[config.mk]
export PLATFORM = sky130hd
export DESIGN_NAME = ordered_array_store_core
export DESIGN_NICKNAME = d
export VERILOG_FILES = /design/src/hdl/oas_pkg.sv /design/src/hdl/oas_ram.sv /design/src/hdl/oas_dp.sv /design/src/hdl/oas_ctrl.sv /design/src/hdl/ordered_array_store_core.sv
export SDC_FILE = /design/constraint.sdc
export NUM_CORES = 2
export LEC_CHECK = 0
export ABC_CLOCK_PERIOD_IN_PS = 6500
export BUFFER_PORTS_ARGS = -buffer_cell sky130_fd_sc_hd__buf_2
export CAP_MARGIN = 30
export CORE_MARGIN = 10
export CORE_UTILIZATION = 60
export CTS_BUF_LIST = sky130_fd_sc_hd__clkbuf_4
export DETAILED_ROUTE_END_ITERATION = 6
export GPL_TIMING_DRIVEN = 0
export PLACE_DENSITY_LB_ADDON = 0.12
export SYNTH_ARGS = -nofsm -noshare
export SYNTH_HDL_FRONTEND = slang
export SYNTH_HIERARCHICAL = 1
export SYNTH_SLANG_ARGS = --single-unit
[constraint.sdc]
create_clock -name i_clk -period 6.5 [get_ports i_clk]
set_input_delay 0.65 -clock i_clk [delete_from_list [all_inputs] [get_ports i_clk]]
set_output_delay 0.65 -clock i_clk [all_outputs]
set_load 0.005 [all_outputs]
[src/hdl/oas_pkg.sv]
// oas_pkg: shared widths, operation and status codes, pointer sources and
// the command and status structs between controller and datapath
// no dependencies
package oas_pkg;

    localparam int DEPTH = 64;
    localparam int AW    = $clog2(DEPTH);

    localparam int OP_W  = 3;
    localparam int VAL_W = 32;
    localparam int POS_W = 7;
    localparam int CNT_W = 7;
    localparam int ST_W  = 3;

    localparam logic [OP_W-1:0] OP_INSERT   = 3'd0;
    localparam logic [OP_W-1:0] OP_DELETE   = 3'd1;
    localparam logic [OP_W-1:0] OP_SEARCH   = 3'd2;
    localparam logic [OP_W-1:0] OP_APPEND   = 3'd3;
    localparam logic [OP_W-1:0] OP_READ_FWD = 3'd4;
    localparam logic [OP_W-1:0] OP_READ_REV = 3'd5;

    localparam logic [ST_W-1:0] ST_OK       = 3'd0;
    localparam logic [ST_W-1:0] ST_BADPOS   = 3'd1;
    localparam logic [ST_W-1:0] ST_NOTFOUND = 3'd2;
    localparam logic [ST_W-1:0] ST_OVERFLOW = 3'd3;
    localparam logic [ST_W-1:0] ST_EMPTY    = 3'd4;

    localparam logic [1:0] PTR_ZERO   = 2'd0;
    localparam logic [1:0] PTR_CNT_M1 = 2'd1;
    localparam logic [1:0] PTR_POS    = 2'd2;

    typedef struct packed {
        logic            load;
        logic            ptr_ld;
        logic [1:0]      ptr_src;
        logic            ptr_step;
        logic            shift_rd;
        logic            put_wr;
        logic            cnt_inc;
        logic            cnt_dec;
        logic            ref_upd;
        logic            out_ld;
        logic [ST_W-1:0] out_status;
        logic            out_found;
        logic            out_data;
        logic            out_last;
    } t_cmd;

    typedef struct packed {
        logic [OP_W-1:0] op;
        logic            ins_bad;
        logic            del_bad;
        logic            full;
        logic            ins_tail;
        logic            del_tail;
        logic            empty;
        logic            app_refuse;
        logic            ptr_is_zero;
        logic            ptr_is_cnt_m1;
        logic            ptr_is_pos_m1;
        logic            match;
        logic            out_free;
    } t_stat;

endpackage

[src/hdl/oas_ram.sv]
// oas_ram: generic simple dual-port ram, one write port, one read port
// with registered read data; no dependencies
module oas_ram #(
    parameter int WIDTH = 32,
    parameter int DEPTH = 64
) (
    input  logic                     i_clk,
    input  logic                     i_we,
    input  logic [$clog2(DEPTH)-1:0] i_waddr,
    input  logic [WIDTH-1:0]         i_wdata,
    input  logic [$clog2(DEPTH)-1:0] i_raddr,
    output logic [WIDTH-1:0]         o_rdata
);

    logic [WIDTH-1:0] r_mem [DEPTH];
    logic [WIDTH-1:0] r_rdata;

    always_ff @(posedge i_clk) begin
        if (i_we) begin
            r_mem[i_waddr] <= i_wdata;
        end
        r_rdata <= r_mem[i_raddr];
    end

    assign o_rdata = r_rdata;

endmodule

[src/hdl/oas_dp.sv]
// oas_dp: datapath - item registers, element ram, fill count, batch flag,
// walk pointer and result register; uses oas_pkg and oas_ram
module oas_dp (
    input  logic                              i_clk,
    input  logic                              i_rst_n,
    input  oas_pkg::t_cmd                     i_cmd,
    output oas_pkg::t_stat                    o_stat,
    input  logic [oas_pkg::OP_W-1:0]          i_operation,
    input  logic signed [oas_pkg::VAL_W-1:0]  i_value,
    input  logic [oas_pkg::POS_W-1:0]         i_position,
    input  logic                              i_batch_first,
    input  logic [oas_pkg::CNT_W-1:0]         i_batch_length,
    output logic                              o_out_valid,
    input  logic                              i_out_ready,
    output logic [oas_pkg::ST_W-1:0]          o_status,
    output logic [oas_pkg::POS_W-1:0]         o_found_position,
    output logic signed [oas_pkg::VAL_W-1:0]  o_read_value,
    output logic [oas_pkg::CNT_W-1:0]         o_fill_count,
    output logic                              o_last
);

    logic [oas_pkg::OP_W-1:0]         r_op;
    logic signed [oas_pkg::VAL_W-1:0] r_val;
    logic [oas_pkg::POS_W-1:0]        r_pos;
    logic                             r_first;
    logic [oas_pkg::CNT_W-1:0]        r_blen;

    logic [oas_pkg::CNT_W-1:0]        r_count;
    logic                             r_refused;
    logic [oas_pkg::CNT_W-1:0]        r_ptr;
    logic [oas_pkg::AW-1:0]           r_wa;
    logic                             r_pend;

    logic                             r_out_valid;
    logic [oas_pkg::ST_W-1:0]         r_status;
    logic [oas_pkg::POS_W-1:0]        r_fpos;
    logic signed [oas_pkg::VAL_W-1:0] r_rdata;
    logic [oas_pkg::CNT_W-1:0]        r_fill;
    logic                             r_last;

    logic [oas_pkg::VAL_W-1:0]        rd_data;
    logic                             we;
    logic [oas_pkg::AW-1:0]           waddr;
    logic [oas_pkg::VAL_W-1:0]        wdata;
    logic [oas_pkg::CNT_W-1:0]        put_addr;
    logic [oas_pkg::CNT_W-1:0]        wa_full;
    logic [oas_pkg::CNT_W:0]          cnt_ext;
    logic [oas_pkg::CNT_W:0]          pos_ext;
    logic [oas_pkg::CNT_W:0]          batch_sum;
    logic                             ref_now;
    logic                             full;
    logic                             step_down;

    assign cnt_ext   = {1'b0, r_count};
    assign pos_ext   = {1'b0, r_pos};
    assign batch_sum = cnt_ext + {1'b0, r_blen};
    assign full      = (r_count >= oas_pkg::CNT_W'(oas_pkg::DEPTH));
    assign ref_now   = r_first ? (batch_sum > (oas_pkg::CNT_W+1)'(oas_pkg::DEPTH)) : r_refused;
    assign step_down = (r_op == oas_pkg::OP_INSERT) || (r_op == oas_pkg::OP_READ_REV);

    always_comb begin
        o_stat               = '0;
        o_stat.op            = r_op;
        o_stat.ins_bad       = (r_pos == '0) || (pos_ext > cnt_ext + 1'b1);
        o_stat.del_bad       = (r_pos == '0) || (r_pos > r_count);
        o_stat.full          = full;
        o_stat.ins_tail      = (pos_ext == cnt_ext + 1'b1);
        o_stat.del_tail      = (r_pos == r_count);
        o_stat.empty         = (r_count == '0);
        o_stat.app_refuse    = ref_now || full;
        o_stat.ptr_is_zero   = (r_ptr == '0);
        o_stat.ptr_is_cnt_m1 = (r_ptr == r_count - 1'b1);
        o_stat.ptr_is_pos_m1 = (r_ptr == r_pos - 1'b1);
        o_stat.match         = (rd_data == $unsigned(r_val));
        o_stat.out_free      = !r_out_valid || i_out_ready;
    end

    // shift writes land one slot up for insert, one slot down for delete
    assign wa_full  = (r_op == oas_pkg::OP_INSERT) ? r_ptr + 1'b1 : r_ptr - 1'b1;
    assign put_addr = (r_op == oas_pkg::OP_INSERT) ? r_pos - 1'b1 : r_count;
    assign we       = r_pend || i_cmd.put_wr;
    assign waddr    = r_pend ? r_wa : put_addr[oas_pkg::AW-1:0];
    assign wdata    = r_pend ? rd_data : $unsigned(r_val);

    oas_ram #(
        .WIDTH (oas_pkg::VAL_W),
        .DEPTH (oas_pkg::DEPTH)
    ) u_ram (
        .i_clk   (i_clk),
        .i_we    (we),
        .i_waddr (waddr),
        .i_wdata (wdata),
        .i_raddr (r_ptr[oas_pkg::AW-1:0]),
        .o_rdata (rd_data)
    );

    always_ff @(posedge i_clk) begin
        if (i_cmd.load) begin
            r_op    <= i_operation;
            r_val   <= i_value;
            r_pos   <= i_position;
            r_first <= i_batch_first;
            r_blen  <= i_batch_length;
        end
        if (i_cmd.ptr_ld) begin
            unique case (i_cmd.ptr_src)
                oas_pkg::PTR_CNT_M1: r_ptr <= r_count - 1'b1;
                oas_pkg::PTR_POS:    r_ptr <= r_pos;
                default:             r_ptr <= '0;
            endcase
        end else if (i_cmd.ptr_step) begin
            r_ptr <= step_down ? r_ptr - 1'b1 : r_ptr + 1'b1;
        end
        r_wa <= wa_full[oas_pkg::AW-1:0];
        if (i_cmd.out_ld) begin
            r_status <= i_cmd.out_status;
            r_fpos   <= i_cmd.out_found ? r_ptr + 1'b1 : '0;
            r_rdata  <= i_cmd.out_data ? signed'(rd_data) : '0;
            r_fill   <= r_count;
            r_last   <= i_cmd.out_last;
        end
    end

    always_ff @(posedge i_clk) begin
        if (!i_rst_n) begin
            r_count     <= '0;
            r_refused   <= 1'b0;
            r_pend      <= 1'b0;
            r_out_valid <= 1'b0;
        end else begin
            if (i_cmd.cnt_inc) begin
                r_count <= r_count + 1'b1;
            end else if (i_cmd.cnt_dec) begin
                r_count <= r_count - 1'b1;
            end
            if (i_cmd.ref_upd) begin
                r_refused <= ref_now;
            end
            r_pend <= i_cmd.shift_rd;
            if (i_cmd.out_ld) begin
                r_out_valid <= 1'b1;
            end else if (i_out_ready) begin
                r_out_valid <= 1'b0;
            end
        end
    end

    assign o_out_valid      = r_out_valid;
    assign o_status         = r_status;
    assign o_found_position = r_fpos;
    assign o_read_value     = r_rdata;
    assign o_fill_count     = r_fill;
    assign o_last           = r_last;

endmodule

[src/hdl/oas_ctrl.sv]
// oas_ctrl: controller state machine sequencing shifts, search walks and
// read out beats over the datapath; uses oas_pkg
module oas_ctrl (
    input  logic           i_clk,
    input  logic           i_rst_n,
    input  logic           i_in_valid,
    output logic           o_in_ready,
    input  oas_pkg::t_stat i_stat,
    output oas_pkg::t_cmd  o_cmd
);

    localparam logic [3:0] S_IDLE     = 4'd0;
    localparam logic [3:0] S_DECODE   = 4'd1;
    localparam logic [3:0] S_SHIFT    = 4'd2;
    localparam logic [3:0] S_DRAIN    = 4'd3;
    localparam logic [3:0] S_PUT      = 4'd4;
    localparam logic [3:0] S_SRCH_RD  = 4'd5;
    localparam logic [3:0] S_SRCH_CMP = 4'd6;
    localparam logic [3:0] S_RD_RD    = 4'd7;
    localparam logic [3:0] S_RD_OUT   = 4'd8;
    localparam logic [3:0] S_RESP     = 4'd9;

    logic [3:0]               r_state;
    logic [3:0]               n_state;
    logic [oas_pkg::ST_W-1:0] r_code;
    logic [oas_pkg::ST_W-1:0] n_code;
    logic                     r_found;
    logic                     n_found;
    logic                     is_ins;
    logic                     rd_last;

    assign is_ins     = (i_stat.op == oas_pkg::OP_INSERT);
    assign rd_last    = (i_stat.op == oas_pkg::OP_READ_REV) ? i_stat.ptr_is_zero
                                                            : i_stat.ptr_is_cnt_m1;
    assign o_in_ready = (r_state == S_IDLE);

    always_comb begin
        o_cmd   = '0;
        n_state = r_state;
        n_code  = r_code;
        n_found = r_found;
        unique case (r_state)
            S_IDLE: begin
                if (i_in_valid) begin
                    o_cmd.load = 1'b1;
                    n_state    = S_DECODE;
                end
            end
            S_DECODE: begin
                n_found = 1'b0;
                n_code  = oas_pkg::ST_OK;
                n_state = S_RESP;
                unique case (i_stat.op)
                    oas_pkg::OP_INSERT: begin
                        if (i_stat.ins_bad) begin
                            n_code = oas_pkg::ST_BADPOS;
                        end else if (i_stat.full) begin
                            n_code = oas_pkg::ST_OVERFLOW;
                        end else if (i_stat.ins_tail) begin
                            n_state = S_PUT;
                        end else begin
                            o_cmd.ptr_ld  = 1'b1;
                            o_cmd.ptr_src = oas_pkg::PTR_CNT_M1;
                            n_state       = S_SHIFT;
                        end
                    end
                    oas_pkg::OP_DELETE: begin
                        if (i_stat.del_bad) begin
                            n_code = oas_pkg::ST_BADPOS;
                        end else if (i_stat.del_tail) begin
                            o_cmd.cnt_dec = 1'b1;
                        end else begin
                            o_cmd.ptr_ld  = 1'b1;
                            o_cmd.ptr_src = oas_pkg::PTR_POS;
                            n_state       = S_SHIFT;
                        end
                    end
                    oas_pkg::OP_SEARCH: begin
                        if (i_stat.empty) begin
                            n_code = oas_pkg::ST_NOTFOUND;
                        end else begin
                            o_cmd.ptr_ld  = 1'b1;
                            o_cmd.ptr_src = oas_pkg::PTR_ZERO;
                            n_state       = S_SRCH_RD;
                        end
                    end
                    oas_pkg::OP_APPEND: begin
                        o_cmd.ref_upd = 1'b1;
                        if (i_stat.app_refuse) begin
                            n_code = oas_pkg::ST_OVERFLOW;
                        end else begin
                            o_cmd.put_wr  = 1'b1;
                            o_cmd.cnt_inc = 1'b1;
                        end
                    end
                    oas_pkg::OP_READ_FWD, oas_pkg::OP_READ_REV: begin
                        if (i_stat.empty) begin
                            n_code = oas_pkg::ST_EMPTY;
                        end else begin
                            o_cmd.ptr_ld  = 1'b1;
                            o_cmd.ptr_src = (i_stat.op == oas_pkg::OP_READ_REV)
                                            ? oas_pkg::PTR_CNT_M1 : oas_pkg::PTR_ZERO;
                            n_state       = S_RD_RD;
                        end
                    end
                    default: begin
                        n_code = oas_pkg::ST_OK;
                    end
                endcase
            end
            S_SHIFT: begin
                o_cmd.shift_rd = 1'b1;
                if (is_ins ? i_stat.ptr_is_pos_m1 : i_stat.ptr_is_cnt_m1) begin
                    n_state = S_DRAIN;
                end else begin
                    o_cmd.ptr_step = 1'b1;
                end
            end
            S_DRAIN: begin
                if (is_ins) begin
                    n_state = S_PUT;
                end else begin
                    o_cmd.cnt_dec = 1'b1;
                    n_code        = oas_pkg::ST_OK;
                    n_state       = S_RESP;
                end
            end
            S_PUT: begin
                o_cmd.put_wr  = 1'b1;
                o_cmd.cnt_inc = 1'b1;
                n_code        = oas_pkg::ST_OK;
                n_state       = S_RESP;
            end
            S_SRCH_RD: begin
                n_state = S_SRCH_CMP;
            end
            S_SRCH_CMP: begin
                if (i_stat.match) begin
                    n_found = 1'b1;
                    n_code  = oas_pkg::ST_OK;
                    n_state = S_RESP;
                end else if (i_stat.ptr_is_cnt_m1) begin
                    n_code  = oas_pkg::ST_NOTFOUND;
                    n_state = S_RESP;
                end else begin
                    o_cmd.ptr_step = 1'b1;
                    n_state        = S_SRCH_RD;
                end
            end
            S_RD_RD: begin
                n_state = S_RD_OUT;
            end
            S_RD_OUT: begin
                if (i_stat.out_free) begin
                    o_cmd.out_ld     = 1'b1;
                    o_cmd.out_status = oas_pkg::ST_OK;
                    o_cmd.out_data   = 1'b1;
                    o_cmd.out_last   = rd_last;
                    if (rd_last) begin
                        n_state = S_IDLE;
                    end else begin
                        o_cmd.ptr_step = 1'b1;
                        n_state        = S_RD_RD;
                    end
                end
            end
            S_RESP: begin
                if (i_stat.out_free) begin
                    o_cmd.out_ld     = 1'b1;
                    o_cmd.out_status = r_code;
                    o_cmd.out_found  = r_found;
                    o_cmd.out_last   = 1'b1;
                    n_state          = S_IDLE;
                end
            end
            default: begin
                n_state = S_IDLE;
            end
        endcase
    end

    always_ff @(posedge i_clk) begin
        if (!i_rst_n) begin
            r_state <= S_IDLE;
            r_code  <= oas_pkg::ST_OK;
            r_found <= 1'b0;
        end else begin
            r_state <= n_state;
            r_code  <= n_code;
            r_found <= n_found;
        end
    end

endmodule

[src/hdl/ordered_array_store_core.sv]
// channel   valid        ready        payload
// input     i_in_valid   o_in_ready   i_operation i_value i_position i_batch_first
//                                     i_batch_length
// output    o_out_valid  i_out_ready  o_status o_found_position o_read_value
//                                     o_fill_count o_last
//
// one item at a time; every beat goes through a single result register
// insert and delete shift every entry past the position by one slot; a tail position needs no shift
// search reads and compares one entry at a time from the bottom; append and bad positions need no walk
// read out: each beat waits on the registered read of the element ram
// synchronous active-low reset clears count and batch flag, no ram clearing pass
// output stalls hold the walk; the next item is taken while the last beat waits
//
// top level: ordered store with insert, delete, search, batch append, read out
// depends on oas_pkg, oas_ctrl, oas_dp, oas_ram
module ordered_array_store_core (
    input  logic                              i_clk,
    input  logic                              i_rst_n,
    input  logic                              i_in_valid,
    output logic                              o_in_ready,
    input  logic [oas_pkg::OP_W-1:0]          i_operation,
    input  logic signed [oas_pkg::VAL_W-1:0]  i_value,
    input  logic [oas_pkg::POS_W-1:0]         i_position,
    input  logic                              i_batch_first,
    input  logic [oas_pkg::CNT_W-1:0]         i_batch_length,
    output logic                              o_out_valid,
    input  logic                              i_out_ready,
    output logic [oas_pkg::ST_W-1:0]          o_status,
    output logic [oas_pkg::POS_W-1:0]         o_found_position,
    output logic signed [oas_pkg::VAL_W-1:0]  o_read_value,
    output logic [oas_pkg::CNT_W-1:0]         o_fill_count,
    output logic                              o_last
);

    oas_pkg::t_cmd  cmd;
    oas_pkg::t_stat stat;

    oas_ctrl u_ctrl (
        .i_clk      (i_clk),
        .i_rst_n    (i_rst_n),
        .i_in_valid (i_in_valid),
        .o_in_ready (o_in_ready),
        .i_stat     (stat),
        .o_cmd      (cmd)
    );

    oas_dp u_dp (
        .i_clk            (i_clk),
        .i_rst_n          (i_rst_n),
        .i_cmd            (cmd),
        .o_stat           (stat),
        .i_operation      (i_operation),
        .i_value          (i_value),
        .i_position       (i_position),
        .i_batch_first    (i_batch_first),
        .i_batch_length   (i_batch_length),
        .o_out_valid      (o_out_valid),
        .i_out_ready      (i_out_ready),
        .o_status         (o_status),
        .o_found_position (o_found_position),
        .o_read_value     (o_read_value),
        .o_fill_count     (o_fill_count),
        .o_last           (o_last)
    );

endmodule

# Yosys cells after proc, flatten, opt, wreduce, memory -nomap -nowiden
# Memories as Yosys holds them, arrays and structs flattened. A register that Yosys moved wholly into a read port is not among the register bits.
# Index checks and enable logic that the tools add are counted.
# word_totals
mem_bits_ro,0
ramBits,2048
output_inout_bits,52
word_cells,164
reg_bits,131
n_memories,1
latch_bits,0
# op_classes
n_bitwise,0
n_mux,84
n_eq_ne,28
magnitude_cmp,4
n_shift,0
n_mul,0
reduce_logical,21
addsub,7
div_mod_pow,0
# mem_list
memory,words,word_bits,read_ports,rd_clocked_by_memory_dff,write_ports,line,text
u_dp.u_ram.r_mem,64,32,1,1,1,oas_ram.sv:15,logic [WIDTH-1:0] r_mem [DEPTH];
# op_table
cell,count
two-way mux 4 bit,14
two-way mux 3 bit,15
case mux 4 bit (10 select lines),1
two-way mux 7 bit,5
equality test 32 bit,1
two-way mux 32 bit,1
two-way mux 1 bit,27
case mux 3 bit (4 select lines),2
equality test 7 bit,3
zero test 7 bit,3
subtractor 7 x 1 -> 7 bit (second input constant),3
two-way mux 6 bit,3
equality test 4 x 3 -> 1 bit (second input constant),4
case mux 4 bit (4 select lines),1
case mux 3 bit (5 select lines),1
adder 7 x 1 -> 7 bit (second input constant),2
case mux 7 bit (2 select lines),1
two-way mux 2 bit,6
!= test 2 bit (second input constant),5
adder 7 x 1 -> 8 bit (second input constant),1
adder 7 x 7 -> 8 bit,1
equality test 4 x 2 -> 1 bit (second input constant),2
equality test 4 bit (second input constant),2
equality test 7 x 8 -> 1 bit,1
other kinds (27),39

# Depth between registers and ports, before layout
# depth
word_depth,10
ltp_mapped,16
mapped_depth_nobuf,15

# Modules after synthesis
# The synthesis kept the hierarchy.
# modules_own_cells
module,instances,cells_each,area_each_um2
oas_ram,1,3323,78502.8
oas_dp,1,548,6685.2
oas_ctrl,1,133,945.9

# Least setup slack after synthesis
# No wires, ideal clock.
# synth_path
path_type,register to register
startpoint,register u_dp/r_count[1] (netlist name)
endpoint,memory u_dp.u_ram.r_mem[33][0] (enable)
slack_ns,0.933
stages_incl_launch_ff,14
setup_time_ns,0.461
arrival_ns,5.106
synth_period_minus_slack_ns,5.567
path_cell_list,dfxtp_1 > inv_1 > fa_1 > nor2b_1 > o22ai_1 > xnor2_1 > a2111oi_4 > o211ai_1 > o31a_1 > nor3_1 > buf_4 > or2_2 > nand4_1 > nor3_1
# synth_lines
item,line,text
start: declaration,oas_dp.sv:28,logic [oas_pkg::CNT_W-1:0] r_count;
start signal: assignment,oas_dp.sv:132,r_count <= r_count + 1'b1;
start signal: assignment,oas_dp.sv:134,r_count <= r_count - 1'b1;
end: declaration,oas_ram.sv:15,

==> out/qor.csv <==
stage,metric,value,unit
status,status,finished clean,
clock_tree,numCtsBuffers,566,
place,dp_worst_setup_slack,0.445,ns
floorplanning,io_pins,106,
logic_synthesis,ys_seq_area_frac,0.764,
global_routing,grt_pass1_wl,361,mm
worst_setup_path,critical_path_class,register to register,
logic_synthesis,synth_compound_area_frac,0.0248,
final_layout,regArea,65800,µm²
global_routing,grt_antenna_before_repair,10,
global_routing,grt_remaining_overflow,0,
floorplanning,die_area,159000,µm²
detailed_routing,viasPerCell,6.73,
clock_tree,cts_sinks,2211,
timing,period_share,0.949,
worst_setup_path,startpoint_type,register,
pwr,finalPower,44.0,mW
place,place.gp.congestion,0.882,
timing,max_freq,162,MHz
clock_tree,insertion_delay,1.32,ns
logic_synthesis,synth_mux_area_frac,0.158,
pwr,peakVddDrop,388,µV
floorplanning,start_util,0.606,
final_layout,mostFrequentLayoutCell,edfxtp_1,
detailed_routing,drt_pass1_iterations,6,
global_routing,grt_use_total,0.331,
worst_setup_path,path_max_fanout,17,
final_layout,final_cell_mix,"2155 x edfxtp_1, 794 x clkbuf_4, 544 x mux4_2, 177 x buf_2",
logic_synthesis,synth_edf_count,2155,
timing,finalClockSkew,0.105,ns
clock_tree,htree_num_levels,6,
timing,drv_slew,0,
logic_synthesis,synth_xor_area_frac,0.00834,
final_layout,multiInputGateArea,19700,µm²
logic_synthesis,synth_flop_cell,edfxtp_1,
logic_synthesis,syn_avg_cell_area,21.5,µm²
global_routing,grt_max_degree,56,
logic_synthesis,ys_types,77,
final_layout,fill_cells,8619,
logic_synthesis,synth_cells,4004,
clock_tree,cts-root-buf,clkbuf_4,
timing,setup_viol,0,
detailed_routing,wire_per_inst,36.4,µm
logic_synthesis,ys_ff_latch,2211,
floorplanning,die_w,399,µm
detailed_routing,drt_iter0_markers,7776,
clock_tree,cts_tree,yes,
timing,rsz0062_at_grt,no,
timing,fin_ws,0.329,ns
global_routing,first_global_vias,48437,
final_layout,fin_util,0.706,
floorplanning,fp.dieH,399,µm
final_layout,drive_above_1_share,0.353,
floorplanning,core_area,142000,µm²
detailed_routing,drt_wl_total,262,mm
logic_synthesis,syn_area,86100,µm²
place,hpwl,172,mm
hold_path,hp-class,input pin to register,
logic_synthesis,synthArstFlopShare,0,
timing,finalHoldViolCount,0,
pwr,leakage,32.7,nW
detailed_routing,num_vias,48405,
worst_setup_path,arrival,7.09,ns
final_layout,synthToLayoutAreaGrowth,16.4,%
logic_synthesis,synth_fa_ha_area_frac,0.00474,
logic_synthesis,yosys_warnings,6,
floorplanning,num_rows,138,
run,maxCapViolCount,0,
logic_synthesis,synth_top_family_by_area,multiplexers,
timing,max_slew_margin,0.201,
clock_tree,clk_path_buf_depth,4,
detailed_routing,postRouteAntennaNets,0,
pwr,p_per_area,439,nW/µm²
logic_synthesis,synth_simple_gate_area_share,0.0267,
worst_setup_path,required,7.42,ns
clock_tree,cts-resized-gates,0,
worst_setup_path,critPathCaptureType,register,
clock_tree,clkTransAtPathRegs,0.06,ns
timing,period_needed,6.17,ns
final_layout,finalNetCount,5034,
timing,worst_slew_pin_slew,1.20,ns
logic_synthesis,synth_nets,4090,
place,port_buffers,105,
detailed_routing,drc_errors,0,
flip-flops by register name (all words and copies together) (netlist names), 3 cells and up:
signal	cells
u_dp/r_op	3
u_dp/o_found_position	7
u_dp/r_blen	7
u_dp/u_ram/o_rdata	32
u_ctrl/r_code	3
u_dp/r_wa	6
u_dp/u_ram/r_mem	2048
u_dp/r_val	32
u_dp/o_fill_count	7
u_ctrl/r_state	4
u_dp/r_pos	7
u_dp/o_read_value	32
u_dp/o_status	3
u_dp/r_count	7
u_dp/r_ptr	7
report_power, final:
part | switching, mW | leakage, nW | internal [mW]
clock | 5.36 | 3.95 | 5.79
combinational | 9.61 | 8.91 | 5.46
sequential | 0.381 | 19.9 | 17.4
total | 15.4 | 32.7 | 28.7
worst paths after layout:
path	end	cells after the start	slack [ns]	from
setup reg to reg	u_dp/u_ram/r_mem[46][22]$_DFFE_PP_	15	0.33	u_dp/r_count[1]$_SDFFE_PN0P_
setup / recovery	u_dp/u_ram/r_mem[46][22]$_DFFE_PP_	15	0.33	u_dp/r_count[1]$_SDFFE_PN0P_
hold / removal	u_dp/r_val[2]$_DFFE_PP_	2	0.09	i_value[2]
hold reg to reg	u_dp/o_fill_count[2]$_DFFE_PP_	0	0.46	u_dp/r_count[2]$_SDFFE_PN0P_
critical path, stage by stage (launching register included):
cell and delay, ns:
dfxtp_1 0.60, inv_1 0.23, fa_1 0.48, nor2b_1 0.24, o22ai_1 0.14, xnor2_1 0.17
a2111oi_4 0.35, o211ai_1 0.21, o31a_1 0.33, nor3_1 0.39, buf_4 0.20, or2_2 0.22
nor2b_1 0.28, nand3_1 0.68, nor2_4 0.98, buf_12 0.27
metal layers:
layer / global-route usage / routed length (µm) / vias up
met2: 0.503 / 122000 / 3957
met3: 0.0968 / 35200 / 714
met1: 0.427 / 87300 / 24735
li1: - / - / 18995
met5: 0 / 26 / -
met4: 0.197 / 17100 / 4
cells in the mapped netlist (5+ instances only):
| cell | n | area (µm²) |
|---|---|---|
| or3_1 | 10 | 62.6 |
| or2_2 | 5 | 31.3 |
| and3_1 | 10 | 62.6 |
| o21ai_0 | 17 | 85.1 |
| or3b_2 | 5 | 43.8 |
| o32ai_1 | 5 | 43.8 |
| buf_6 | 5 | 56.3 |
| nor3b_1 | 5 | 37.5 |
| edfxtp_1 | 2155 | 64700 |
| nand3_1 | 18 | 90.1 |
| nor2b_1 | 28 | 175 |
| nand4_1 | 11 | 68.8 |
| buf_4 | 22 | 165 |
| o22ai_1 | 98 | 613 |
| o221ai_1 | 27 | 236 |
| nor3_1 | 21 | 105 |
| inv_1 | 28 | 105 |
| clkbuf_1 | 92 | 345 |
| a21oi_1 | 81 | 405 |
| mux2i_1 | 97 | 971 |
| nand2b_1 | 20 | 125 |
| ha_1 | 31 | 388 |
| dfxtp_1 | 56 | 1120 |
| xnor2_1 | 39 | 342 |
| nor4_1 | 9 | 56.3 |
| o21a_1 | 6 | 45.0 |
| nand3b_1 | 11 | 82.6 |
| mux4_2 | 544 | 12300 |
| and2_1 | 47 | 294 |
| a311oi_1 | 10 | 87.6 |
| buf_1 | 26 | 97.6 |
| xor2_1 | 43 | 377 |
| mux2_2 | 34 | 383 |
| a21o_1 | 8 | 60.1 |
| a22oi_1 | 19 | 143 |
| a31oi_1 | 6 | 37.5 |
| o21ai_1 | 5 | 25.0 |
| nand2_1 | 46 | 173 |
| buf_2 | 72 | 360 |
| nor2_1 | 160 | 601 |
cell type report:
type                       instances  share of cell area
sequential                      2211               0.656
clock buffer                     794              0.0594
tap                             1890              0.0236
buffer                           218              0.0103
clock inverter                   122             0.00619
multi-input combinational       1546               0.196
inverter                          29             0.00109
antenna                            7            0.000175
timing repair buffer             376              0.0469
stage by stage:
stage,hold WS (ns),TNS (ns),area (µm²),std cells
2_1_floorplan,0.429,0,86100,4004
3_3_place_gp,0.449,-3528.86,89000,5999
3_5_place_dp,0.451,0,92600,6163
4_1_cts,0.000301,0,100000,7177
5_1_grt,0.0432,0,100000,7190
6_report,0.0915,0,100000,7193
logic make-up after synthesis:
family	Yosys count
AOI/OAI and AO/OA	321
buffers and inverters	247
muxes	675
xor gates and xnor gates	82
adders and majority gates	32
DFF	2211
and+or+nand+nor	436
what timing repair did:
action                    CTS  global route
setup buffers               0             0
hold endpoints to repair   85             0
hold buffers               98             0
Note: power is estimated with default switching activity, not from simulation.
